<file path="config.mk">
export PLATFORM = sky130hd
export DESIGN_NAME = bat_div
export DESIGN_NICKNAME = d
export VERILOG_FILES = /design/src/sv/bat_pkg.sv /design/src/sv/bat_div.sv
export SDC_FILE = /design/constraint.sdc
export NUM_CORES = 1
export LEC_CHECK = 0
export ABC_CLOCK_PERIOD_IN_PS = 3200
export BUFFER_PORTS_ARGS = -buffer_cell sky130_fd_sc_hd__buf_2
export CELL_PAD_IN_SITES_DETAIL_PLACEMENT = 1
export CELL_PAD_IN_SITES_GLOBAL_PLACEMENT = 1
export CORE_MARGIN = 2
export CORE_UTILIZATION = 41
export DETAILED_ROUTE_END_ITERATION = 7
export PLACE_DENSITY = 0.81
export SETUP_SLACK_MARGIN = 0.02
export SLEW_MARGIN = 10
export SYNTH_ARGS = -nofsm -noshare
export SYNTH_HDL_FRONTEND = slang
export SYNTH_SLANG_ARGS = --single-unit
</file>
<file path="constraint.sdc">
create_clock -name clk_i -period 3.2 [get_ports clk_i]
set_clock_uncertainty 0.15 [all_clocks]
set_input_delay 0.16 -clock clk_i [delete_from_list [all_inputs] [get_ports clk_i]]
set_output_delay 0.16 -clock clk_i [all_outputs]
set_load 0.02 [all_outputs]
</file>
<file path="src/sv/bat_pkg.sv">
package bat_pkg;

  localparam int unsigned MaxSegments = 63;
  localparam int unsigned CordicIter  = 24;
  localparam int unsigned SegW        = 6;
  localparam int unsigned IterW       = $clog2(CordicIter);
  localparam int unsigned DivW        = 48;
  localparam int unsigned DivisorW    = 21;

  localparam logic [SegW-1:0]  SegMax   = SegW'(MaxSegments);
  localparam logic [SegW-1:0]  SegReset = SegW'(32);
  localparam logic [IterW-1:0] IterLast = IterW'(CordicIter - 1);

  localparam logic signed [63:0] QuarterTurn = 64'sd1073741824;
  localparam logic signed [63:0] GainQ32     = 64'sd2608131496;
  localparam logic [63:0]        ClampMag    = 64'd1 << 58;

  typedef enum logic [1:0] {
    SHIFT_1,
    SHIFT_16,
    SHIFT_32
  } mul_shift_e;

  typedef struct packed {
    logic              start;
    logic signed [63:0] a;
    logic signed [63:0] b;
    mul_shift_e        shift;
  } mul_req_t;

  typedef struct packed {
    logic                start;
    logic [DivW-1:0]     dividend;
    logic [DivisorW-1:0] divisor;
  } div_req_t;

  // atan(2^-i) in units of 2^32 per turn
  function automatic logic [31:0] atan_lut(input logic [IterW-1:0] idx);
    logic [31:0] v;
    case (idx)
      5'd0:  v = 32'h20000000;
      5'd1:  v = 32'h12E4051E;
      5'd2:  v = 32'h09FB385B;
      5'd3:  v = 32'h051111D4;
      5'd4:  v = 32'h028B0D43;
      5'd5:  v = 32'h0145D7E1;
      5'd6:  v = 32'h00A2F61E;
      5'd7:  v = 32'h00517C55;
      5'd8:  v = 32'h0028BE53;
      5'd9:  v = 32'h00145F2F;
      5'd10: v = 32'h000A2F98;
      5'd11: v = 32'h000517CC;
      5'd12: v = 32'h00028BE6;
      5'd13: v = 32'h000145F3;
      5'd14: v = 32'h0000A2F9;
      5'd15: v = 32'h0000517C;
      5'd16: v = 32'h000028BE;
      5'd17: v = 32'h0000145F;
      5'd18: v = 32'h00000A2F;
      5'd19: v = 32'h00000517;
      5'd20: v = 32'h0000028B;
      5'd21: v = 32'h00000145;
      5'd22: v = 32'h000000A2;
      5'd23: v = 32'h00000051;
      5'd24: v = 32'h00000028;
      5'd25: v = 32'h00000014;
      5'd26: v = 32'h0000000A;
      5'd27: v = 32'h00000005;
      5'd28: v = 32'h00000002;
      5'd29: v = 32'h00000001;
      default: v = 32'h00000000;
    endcase
    return v;
  endfunction

endpackage

</file>
<file path="src/sv/bat_div.sv">
// Unsigned restoring divider, one quotient bit per cycle.
module bat_div (
  input  logic                             clk_i,
  input  logic                             rst_ni,
  input  bat_pkg::div_req_t                req_i,
  output logic                             done_o,
  output logic [bat_pkg::DivW-1:0]         quot_o,
  output logic [bat_pkg::DivisorW-1:0]     rem_o
);

  localparam int unsigned CntW = $clog2(bat_pkg::DivW);
  localparam logic [CntW-1:0] CntLast = CntW'(bat_pkg::DivW - 1);

  logic                            busy_q;
  logic                            done_q;
  logic [CntW-1:0]                 cnt_q;
  logic [bat_pkg::DivW-1:0]        quot_q;
  logic [bat_pkg::DivisorW-1:0]    rem_q;
  logic [bat_pkg::DivisorW-1:0]    dvs_q;

  logic [bat_pkg::DivisorW:0] trial;
  logic [bat_pkg::DivisorW:0] diff;
  logic                       ge;

  assign trial = {rem_q, quot_q[bat_pkg::DivW-1]};
  assign ge    = trial >= {1'b0, dvs_q};
  assign diff  = trial - {1'b0, dvs_q};

  always_ff @(posedge clk_i or negedge rst_ni) begin
    if (!rst_ni) begin
      busy_q <= 1'b0;
      done_q <= 1'b0;
      cnt_q  <= '0;
    end else begin
      done_q <= 1'b0;
      if (req_i.start) begin
        busy_q <= 1'b1;
        cnt_q  <= '0;
      end else if (busy_q) begin
        cnt_q <= cnt_q + 1'b1;
        if (cnt_q == CntLast) begin
          busy_q <= 1'b0;
          done_q <= 1'b1;
        end
      end
    end
  end

  always_ff @(posedge clk_i) begin
    if (req_i.start) begin
      quot_q <= req_i.dividend;
      rem_q  <= '0;
      dvs_q  <= req_i.divisor;
    end else if (busy_q) begin
      rem_q  <= ge ? diff[bat_pkg::DivisorW-1:0] : trial[bat_pkg::DivisorW-1:0];
      quot_q <= {quot_q[bat_pkg::DivW-2:0], ge};
    end
  end

  assign done_o = done_q;
  assign quot_o = quot_q;
  assign rem_o  = rem_q;

endmodule

</file>
==> metrics.md <==
| Metric | Value |
|---|---|
| Status | finished, final reports clean |
| Maximum clock path buffer count | 2 |
| Syn Inst Count | 465 |
| CP Launch Type | flip-flop |
| Root buffer cell | clkbuf_16 |
| EDFF count, synth | 69 |
| CTS tree | yes |
| Layout Nets | 774 |
| Fraction of layout cells with a size suffix above 1 | 0.336 |
| Layout area overhead | 37.7% |
| CTS sink cnt | 98 |
| Clk slew on worst S/H paths | 0.07 ns |
| PD cells | 496 nW/um^2 |
| Synthesized flop and latch total | 98 |
| Fin crit period | 3.03 ns |
| Yosys cell types | 62 |
| Final setup viols | 0 |
| GRT Util Overall | 0.273 |
| Register area share after synthesis | 0.514 |
| Area leader, netlist | edfxtp_1 |
| Cell mode on critical path | inv_1 |
| Post-DR vias/cell | 5.52 |
| GR Overflow Total | 0 |
| DRC errors left | 0 |
| CP Cell Sequence | inv_1 > ha_1 > inv_1 > fa_1 > a211oi_1 > o21ai_1 > and4_1 > or3_4 > buf_4 > mux2i_1 > o21ai_0 |
| Final Cell Area | 7210 sq um |
| Tcrit/Tclk final | 0.947 |
| # Post-CTS Setup Buffers | 0 |
| Die area | 13700 sq um |
| Placed Area | 6190 sq um |
| RSZ-0062 raised after global routing | no |
| Fin. Hold Viols | 0 |
| Number of global-route vias before repair | 5162 |
| DR iter-0 viols | 199 |
| Slew Viols, Final | 0 |
| CTS Buf Count | 9 |
| Area contributors post-synth | edfxtp_1 40%, mux2_2 11%, dfxtp_1 8.0% |
| Mean routed wirelength per cell | 21.0 um |
| Mean area per synthesized cell | 11.3 sq um |
| CORE AREA | 12600 sq um |
| Mapped Nets | 560 |
| Die H | 117 um |
| Flop2flop setup slack | 0.17 ns |
| First-pass GRT wire length | 28200 um |
| Worst hold path type | input port to async pin |
| Worst EP required | 3.28 ns |
| DP HPWL | 11500 um |
| # IOs | 142 |
| Slowest cell delay on critical path | 0.41 ns |
| Routed vias | 4728 |
| Relative slew margins | 0.630 |
| Final weighted congestion of routability-driven global placement | 0.939 |
| Mapped cell area | 5240 sq um |
| Synth top area share | 0.395 |
| Critical path arrival | 3.11 ns |
| Setup crit end kind | flip-flop |
| Synth warn | 0 |
| Post-route setup TNS | 0 ns |
| Fmax | 0.330 GHz |
| Pin count of the biggest net entering global routing | 65 |
| Most common cell after layout, fill and taps aside | buf_2 |
| Main synth FF type | edfxtp_1 |
| Initial antenna violation count | 0 |
| Leak | 3.17 nW |
| Max Cap Viol | 0 |
| Highest-count cells in the layout ignoring fill and taps | 140 x buf_2, 70 x dlygate4sd3_1, 69 x edfxtp_1 |
| Final WL | 18000 um |
| Hold WS | 0.0472 ns |
| Share of flip-flops with an asynchronous set or reset | 0.0816 |
| Port buffer count | 141 |
| ANT nets after route | 0 |
| Pre-antenna DRT Iters | 5 |
| Die Wd | 117 um |
| H-tree depth | 3 |
| Worst-Margin Slew | 0.556 ns |
| Worst skew pair latency | 0.36 ns |
| Crit path max-delay cell type | edfxtp_1 |
| Initial Utilization | 0.417 |
| Final Core Density | 0.574 |
| VDD IR max | 0.337 mV |
| Worst setup path class | flip-flop to flip-flop |
| Antenna cell count | 0 |
| # rows | 41 |
| Crit Path Max Fanout | 9 |
==> cells in the mapped netlist, drive strengths merged (7+ instances only) <==
cell type,number
buf,11
edfxtp,69
mux2,49
inv,26
xor2,10
nand3,16
ha,22
nor2,31
nand2,38
a21oi,16
dfrtp,8
xnor2,8
clkbuf,14
dfxtp,21
o21ai,18
a31oi,7
==> state kept, by name (all words and copies together) (netlist names) <==
name,flops
busy_q,1
cnt_q,6
done_o,1
dvs_q,21
quot_o,48
rem_o,21
==> power breakdown <==
group	switching, W	internal, W
registers	0.0000817	0.00148
logic	0.000486	0.000366
clock network	0.000540	0.000624
total	0.00111	0.00247
==> per-layer routing <==
metal | wire length [um] | track usage | vias to the layer above
li1 | - | - | 2181
met1 | 7490 | 0.335 | 2324
met2 | 8940 | 0.474 | 200
met3 | 1230 | 0.0664 | 23
met4 | 317 | 0.0863 | 0
met5 | 0 | 0 | -
==> area by class of cell <==
| type | instances | area [sq um] |
|---|---|---|
| sequential | 98 | 2690 |
| inverter | 26 | 97.6 |
| clock inverter | 5 | 70.1 |
| clock buffer | 11 | 233 |
| timing repair buffer | 228 | 1550 |
| tap | 172 | 215 |
| fill | 1370 | 5360 |
| multi-input combinational | 316 | 2350 |
==> stage by stage <==
stage / std cells / setup WS [ns] / power, W
2_1_floorplan: 465 / 0.0850 / 0.00204
3_3_place_gp: 770 / 0.212 / 0.00230
3_5_place_dp: 770 / 0.0485 / 0.00233
4_1_cts: 856 / 0.0436 / 0.00354
5_1_grt: 856 / 0.0267 / 0.00371
6_report: 856 / 0.170 / 0.00358
==> critical path: cells and delay by family, from the launching register on <==
| kind | cells | cell delay, ns |
|---|---|---|
| buffers and inverters | 3 | 0.36 |
| adders and majority gates | 2 | 0.59 |
| and+or+nand+nor | 2 | 0.66 |
| AOI/OAI and AO/OA | 3 | 0.58 |
| DFF | 1 | 0.41 |
| muxes | 1 | 0.15 |
==> worst paths after layout <==
path                       depth (start not counted)       start        end
max in group asynchronous                          2      rst_ni   cnt_q[5]
max                                               11  quot_o[47]  rem_o[10]
min reg2reg                                        2   rem_o[19]  rem_o[19]
max reg2reg                                       11  quot_o[47]  rem_o[10]
min in group clk_i                                 1   req_i[69]  dvs_q[11]
min                                                2      rst_ni     done_o
==> kinds of logic (layout without fill, tap and decap cells) <==
| logic type | after synthesis | after routing | synth area share |
|---|---|---|---|
| AO/OA/AOI/OAI | 104 | 104 | 0.141 |
| adder cells (fa/ha/maj) | 23 | 23 | 0.0564 |
| XOR/XNOR | 18 | 18 | 0.0301 |
| flip-flops | 98 | 98 | 0.514 |
| multiplexers | 52 | 52 | 0.111 |
| buffers and inverters | 51 | 270 | 0.0394 |
| AND/OR/NAND/NOR | 119 | 119 | 0.109 |
==> timing repair <==
item                                    in CTS  in global routing
endpoints found under the hold margin       77                  0
hold buffers                                70                  0
endpoints found under the setup margin       0                  9
gates resized for setup                      0                  4
(Power assumes the default switching activity.)
