--- config.mk ---
export PLATFORM = sky130hd
export DESIGN_NAME = bat_mul
export DESIGN_NICKNAME = d
export VERILOG_FILES = /design/src/sv/bat_pkg.sv /design/src/sv/bat_mul.sv
export SDC_FILE = /design/constraint.sdc
export NUM_CORES = 2
export LEC_CHECK = 0
export ABC_AREA = 1
export BUFFER_PORTS_ARGS = -buffer_cell sky130_fd_sc_hd__buf_2
export CAP_MARGIN = 20
export CORE_MARGIN = 4
export CORE_UTILIZATION = 40
export DETAILED_ROUTE_END_ITERATION = 12
export GPL_TIMING_DRIVEN = 0
export SLEW_MARGIN = 20
export SYNTH_ARGS = -nofsm -noshare
export SYNTH_HDL_FRONTEND = slang
export SYNTH_SLANG_ARGS = --single-unit
--- constraint.sdc ---
create_clock -name clk_i -period 8.3 [get_ports clk_i]
set_input_delay 1.66 -clock clk_i [delete_from_list [all_inputs] [get_ports clk_i]]
set_output_delay 1.66 -clock clk_i [all_outputs]
set_load 0.1 [all_outputs]
--- src/sv/bat_pkg.sv ---
package bat_pkg;

  localparam int unsigned MaxSegments = 63;
  localparam int unsigned CordicIter  = 24;
  localparam int unsigned SegW        = 6;
  localparam int unsigned IterW       = $clog2(CordicIter);
  localparam int unsigned DivW        = 48;
  localparam int unsigned DivisorW    = 21;

  localparam logic [SegW-1:0]  SegMax   = SegW'(MaxSegments);
  localparam logic [SegW-1:0]  SegReset = SegW'(32);
  localparam logic [IterW-1:0] IterLast = IterW'(CordicIter - 1);

  localparam logic signed [63:0] QuarterTurn = 64'sd1073741824;
  localparam logic signed [63:0] GainQ32     = 64'sd2608131496;
  localparam logic [63:0]        ClampMag    = 64'd1 << 58;

  typedef enum logic [1:0] {
    SHIFT_1,
    SHIFT_16,
    SHIFT_32
  } mul_shift_e;

  typedef struct packed {
    logic              start;
    logic signed [63:0] a;
    logic signed [63:0] b;
    mul_shift_e        shift;
  } mul_req_t;

  typedef struct packed {
    logic                start;
    logic [DivW-1:0]     dividend;
    logic [DivisorW-1:0] divisor;
  } div_req_t;

  // atan(2^-i) in units of 2^32 per turn
  function automatic logic [31:0] atan_lut(input logic [IterW-1:0] idx);
    logic [31:0] v;
    case (idx)
      5'd0:  v = 32'h20000000;
      5'd1:  v = 32'h12E4051E;
      5'd2:  v = 32'h09FB385B;
      5'd3:  v = 32'h051111D4;
      5'd4:  v = 32'h028B0D43;
      5'd5:  v = 32'h0145D7E1;
      5'd6:  v = 32'h00A2F61E;
      5'd7:  v = 32'h00517C55;
      5'd8:  v = 32'h0028BE53;
      5'd9:  v = 32'h00145F2F;
      5'd10: v = 32'h000A2F98;
      5'd11: v = 32'h000517CC;
      5'd12: v = 32'h00028BE6;
      5'd13: v = 32'h000145F3;
      5'd14: v = 32'h0000A2F9;
      5'd15: v = 32'h0000517C;
      5'd16: v = 32'h000028BE;
      5'd17: v = 32'h0000145F;
      5'd18: v = 32'h00000A2F;
      5'd19: v = 32'h00000517;
      5'd20: v = 32'h0000028B;
      5'd21: v = 32'h00000145;
      5'd22: v = 32'h000000A2;
      5'd23: v = 32'h00000051;
      5'd24: v = 32'h00000028;
      5'd25: v = 32'h00000014;
      5'd26: v = 32'h0000000A;
      5'd27: v = 32'h00000005;
      5'd28: v = 32'h00000002;
      5'd29: v = 32'h00000001;
      default: v = 32'h00000000;
    endcase
    return v;
  endfunction

endpackage

--- src/sv/bat_mul.sv ---
// Signed 64x64 multiply, round half away from zero, shift right, clamp to 2^58.
// Four 32x32 partial products, one per cycle.
module bat_mul (
  input  logic               clk_i,
  input  logic               rst_ni,
  input  bat_pkg::mul_req_t  req_i,
  output logic               done_o,
  output logic signed [63:0] res_o
);

  logic                busy_q;
  logic [2:0]          cnt_q;
  logic                done_q;
  logic                neg_q;
  logic [63:0]         ua_q;
  logic [63:0]         ub_q;
  logic [63:0]         pp_q;
  logic [127:0]        acc_q;
  bat_pkg::mul_shift_e sh_q;
  logic signed [63:0]  res_q;

  logic [31:0]  opa;
  logic [31:0]  opb;
  logic [6:0]   shamt;
  logic [127:0] pp_ext;
  logic [127:0] rnd;
  logic [127:0] rounded;
  logic [127:0] shifted;
  logic [63:0]  mag;

  assign opa = cnt_q[1] ? ua_q[63:32] : ua_q[31:0];
  assign opb = cnt_q[0] ? ub_q[63:32] : ub_q[31:0];

  always_comb begin
    // align the product taken in the previous cycle
    if (cnt_q == 3'd1) begin
      shamt = 7'd0;
    end else if (cnt_q == 3'd4) begin
      shamt = 7'd64;
    end else begin
      shamt = 7'd32;
    end
    pp_ext = {64'd0, pp_q} << shamt;
  end

  always_comb begin
    case (sh_q)
      bat_pkg::SHIFT_1:  rnd = 128'd1;
      bat_pkg::SHIFT_16: rnd = 128'd1 << 15;
      bat_pkg::SHIFT_32: rnd = 128'd1 << 31;
      default:           rnd = 128'd0;
    endcase
    rounded = acc_q + rnd;
    case (sh_q)
      bat_pkg::SHIFT_1:  shifted = rounded >> 1;
      bat_pkg::SHIFT_16: shifted = rounded >> 16;
      bat_pkg::SHIFT_32: shifted = rounded >> 32;
      default:           shifted = rounded;
    endcase
    mag = (shifted > {64'd0, bat_pkg::ClampMag}) ? bat_pkg::ClampMag : shifted[63:0];
  end

  always_ff @(posedge clk_i or negedge rst_ni) begin
    if (!rst_ni) begin
      busy_q <= 1'b0;
      cnt_q  <= 3'd0;
      done_q <= 1'b0;
    end else begin
      done_q <= 1'b0;
      if (req_i.start) begin
        busy_q <= 1'b1;
        cnt_q  <= 3'd0;
      end else if (busy_q) begin
        cnt_q <= cnt_q + 3'd1;
        if (cnt_q == 3'd5) begin
          busy_q <= 1'b0;
          done_q <= 1'b1;
        end
      end
    end
  end

  always_ff @(posedge clk_i) begin
    if (req_i.start) begin
      neg_q <= req_i.a[63] ^ req_i.b[63];
      ua_q  <= req_i.a[63] ? 64'(-req_i.a) : 64'(req_i.a);
      ub_q  <= req_i.b[63] ? 64'(-req_i.b) : 64'(req_i.b);
      sh_q  <= req_i.shift;
      acc_q <= 128'd0;
    end else if (busy_q) begin
      if (cnt_q < 3'd4) begin
        pp_q <= opa * opb;
      end
      if (cnt_q >= 3'd1 && cnt_q <= 3'd4) begin
        acc_q <= acc_q + pp_ext;
      end
      if (cnt_q == 3'd5) begin
        res_q <= neg_q ? 64'(-mag) : mag;
      end
    end
  end

  assign done_o = done_q;
  assign res_o  = res_q;

endmodule

==> metrics.yaml <==
die_w_um: 427
dr.pass1.iters: 10
critPathSlowestCell: "fa_2"
setup_viol: 20
violations: "negative setup slack"
grt_pass1_vias: 71672
cp_max_fo: 6
grt_overflow_total: 0
synth_nets: 11407
fin_area_sq_mm: 0.0828
design.core.area_sq_mm: 0.174
required_ps: 8730
clock_latency_ps: 710
synth_area_sq_mm: 0.0702
cts_htree_levels: 2
fmax_mhz: 117
vias_per_cell: 5.47
drive_gt1_share_pct: 13.4
yosysTopAreaCellShare_pct: 25.6
avgRoutedWirePerCell_um: 27.7
startpoint_type: "flip-flop"
multi_input_area_sq_mm: 0.0531
synth-main-ff-cell: "edfxtp_1"
nets: 11992
yosysTopAreaCell: "fa_1"
hold_viol: 0
crit_type: "flip-flop to flip-flop"
reg2reg_slack_ps: -260
min_period_ps: 8560
hold_class: "flip-flop to flip-flop"
dieArea_sq_mm: 0.182
area_growth_pct: 17.9
cts_buffers: 50
worst_pin_slew_ps: 1150
ys_warn_count: 0
grt_usage_pct: 38.8
syn_inst: 9977
num-fill-cells: 17787
place_area_sq_mm: 0.0748
antenna_found_initial: 11
synth_edf_count: 259
vias: 70814
holdPathStages: 2
seqCellArea_sq_mm: 0.0105
io_buffer_count: 196
drt_iter0_markers: 6795
ant_nets: 0
slew-limit-headroom_pct: 22.7
fin_skew_ps: 36.6
seq_area_frac_synth_pct: 14.9
cts_sinks: 392
reg2regPathDepth: 35
dp_hpwl_um: 302000
ys_seq_elements: 392
path_common_cell: "fa_1"
drc: 0
num_rows: 153
grt_setup_unrepaired: "true"
async_flop_share_pct: 1.28
slowest_delay_ps: 650
start_util_pct: 40.3
ctsRootBufferMaster: "clkbuf_16"
worstSetupEndpointType: "flip-flop"
die_h_um: 427
cts_buffer_depth: 3
ys_top_cells_by_area: "fa_1 (26%), nand2_1 (11%), edfxtp_1 (11%)"
status: "complete, but fails checks"
grt_pass1_wl_um: 505000
ios: 198
maxCapViolCount: 0
cts_tree: "done"
grt_max_degree: 87
critPathArrivalTime_ps: 8990
worst_slack_ps: -264
clk_pin_slew_ps: 80
routed_wl_um: 358000
gp_congestion: 1.18
avgSynthCellArea_sq_um: 7.04
finalCritPeriodShare_pct: 103
slew_viol_final: 0
synth_cell_type_count: 64
==> metrics by stage <==
step	TNS (ps)	cells	util, %	setup slack [ps]	hold WS (ps)
final	-2970	12938	47.5	-264	490
after global routing	-7500	12930	47.5	-447	535
after CTS	-1940	12843	46.5	-184	493
after detailed placement	-92000	12534	42.9	-2880	481
after global placement	-208890	12498	42.5	-3350	471
after floorplan	0	9977	-	23.5	458
==> cell families (layout without fill, tap and decap cells) <==
| family | Yosys count | in the layout | synth area share [%] |
|---|---|---|---|
| buf+inv | 2328 | 2955 | 12.6 |
| flops | 392 | 392 | 14.9 |
| other cells | 0 | 9 | 0 |
| compound gates | 1158 | 1158 | 9.22 |
| fa+ha+maj | 1297 | 1297 | 32.7 |
| xor+xnor | 356 | 356 | 4.44 |
| simple gates | 4446 | 4446 | 26.2 |
==> layout make-up <==
class                   instances  area share, %
diodes                          9         0.0272
repair buffers                536           5.23
clock buffers                  67           1.72
flip-flops and latches        392           12.6
inverters                    2048           9.46
well taps                    2325           3.51
clock inverters                27          0.420
multi-input cells            7257           64.1
plain buffers                 277           2.89
==> cell usage after synthesis, drive strengths merged, types with 2 or more instances <==
cell type	number
nand2	2102
inv	2024
nor2	1564
fa	897
a21oi	470
nand3	459
o21ai	407
ha	400
edfxtp	259
clkbuf	246
xor2	235
dfxtp	128
xnor2	121
a31oi	120
nand4	92
or2	79
nor3	78
buf	34
nor4	34
o21a	28
clkinv	24
a211oi	21
o221ai	18
nand3b	16
a21boi	13
a21o	13
o211ai	13
o31ai	13
and2	12
o21bai	11
o41ai	9
a221oi	6
and3	6
dfrtp	5
o311ai	5
o2111ai	4
nor3b	3
a311oi	2
==> cells in the final DEF, fill, tap and decap left out, types with 118 or more instances in the layout <==
master / instances
nand2_1: 2033
dfxtp_1: 128
a21oi_1: 433
edfxtp_1: 259
buf_4: 250
buf_2: 223
xor2_1: 235
nand3_1: 448
nor2_1: 1481
inv_1: 1920
xnor2_1: 118
o21ai_0: 290
fa_1: 843
ha_1: 363
==> worst paths after layout <==
path / to / from
setup reg to reg: pp_q[55] / cnt_q[0]
setup / recovery: pp_q[55] / cnt_q[0]
hold / removal: acc_q[127] / acc_q[127]
max in group asynchronous: done_o / rst_ni
min in group asynchronous: cnt_q[2] / rst_ni
hold reg to reg: acc_q[127] / acc_q[127]
==> registers in the layout, summed over array words and instances, names as in the netlist <==
register	count
acc_q	128
busy_q	1
cnt_q	3
done_o	1
neg_q	1
pp_q	64
res_o	64
sh_q	2
ua_q	64
ub_q	64
==> metal layers <==
layer / vias to the layer above / wire [um] / track usage (%)
li1: 32033 / - / -
met1: 34346 / 131000 / 44.8
met2: 3408 / 164000 / 64.3
met3: 1019 / 28500 / 7.44
met4: 8 / 33900 / 28.1
met5: - / 57 / 0
==> critical path, delay by kind of cell, from the launching register on <==
kind,cells,cell delay [ps]
AO/OA/AOI/OAI,7,1010
AND/OR/NAND/NOR,6,790
flip-flops,1,400
buffers and inverters,12,1500
adder cells (fa/ha/maj),9,4510
XOR/XNOR,1,80
==> what timing repair did <==
action	4_1_cts	5_1_grt
setup buffers	210	92
gates cloned	6	0
hold buffers	0	0
endpoints found under the setup margin	62	71
pin swaps	131	177
resized for setup	711	286
Power is not shown: default switching activity piles up to over one toggle a cycle in this logic, so the estimate is an artifact.
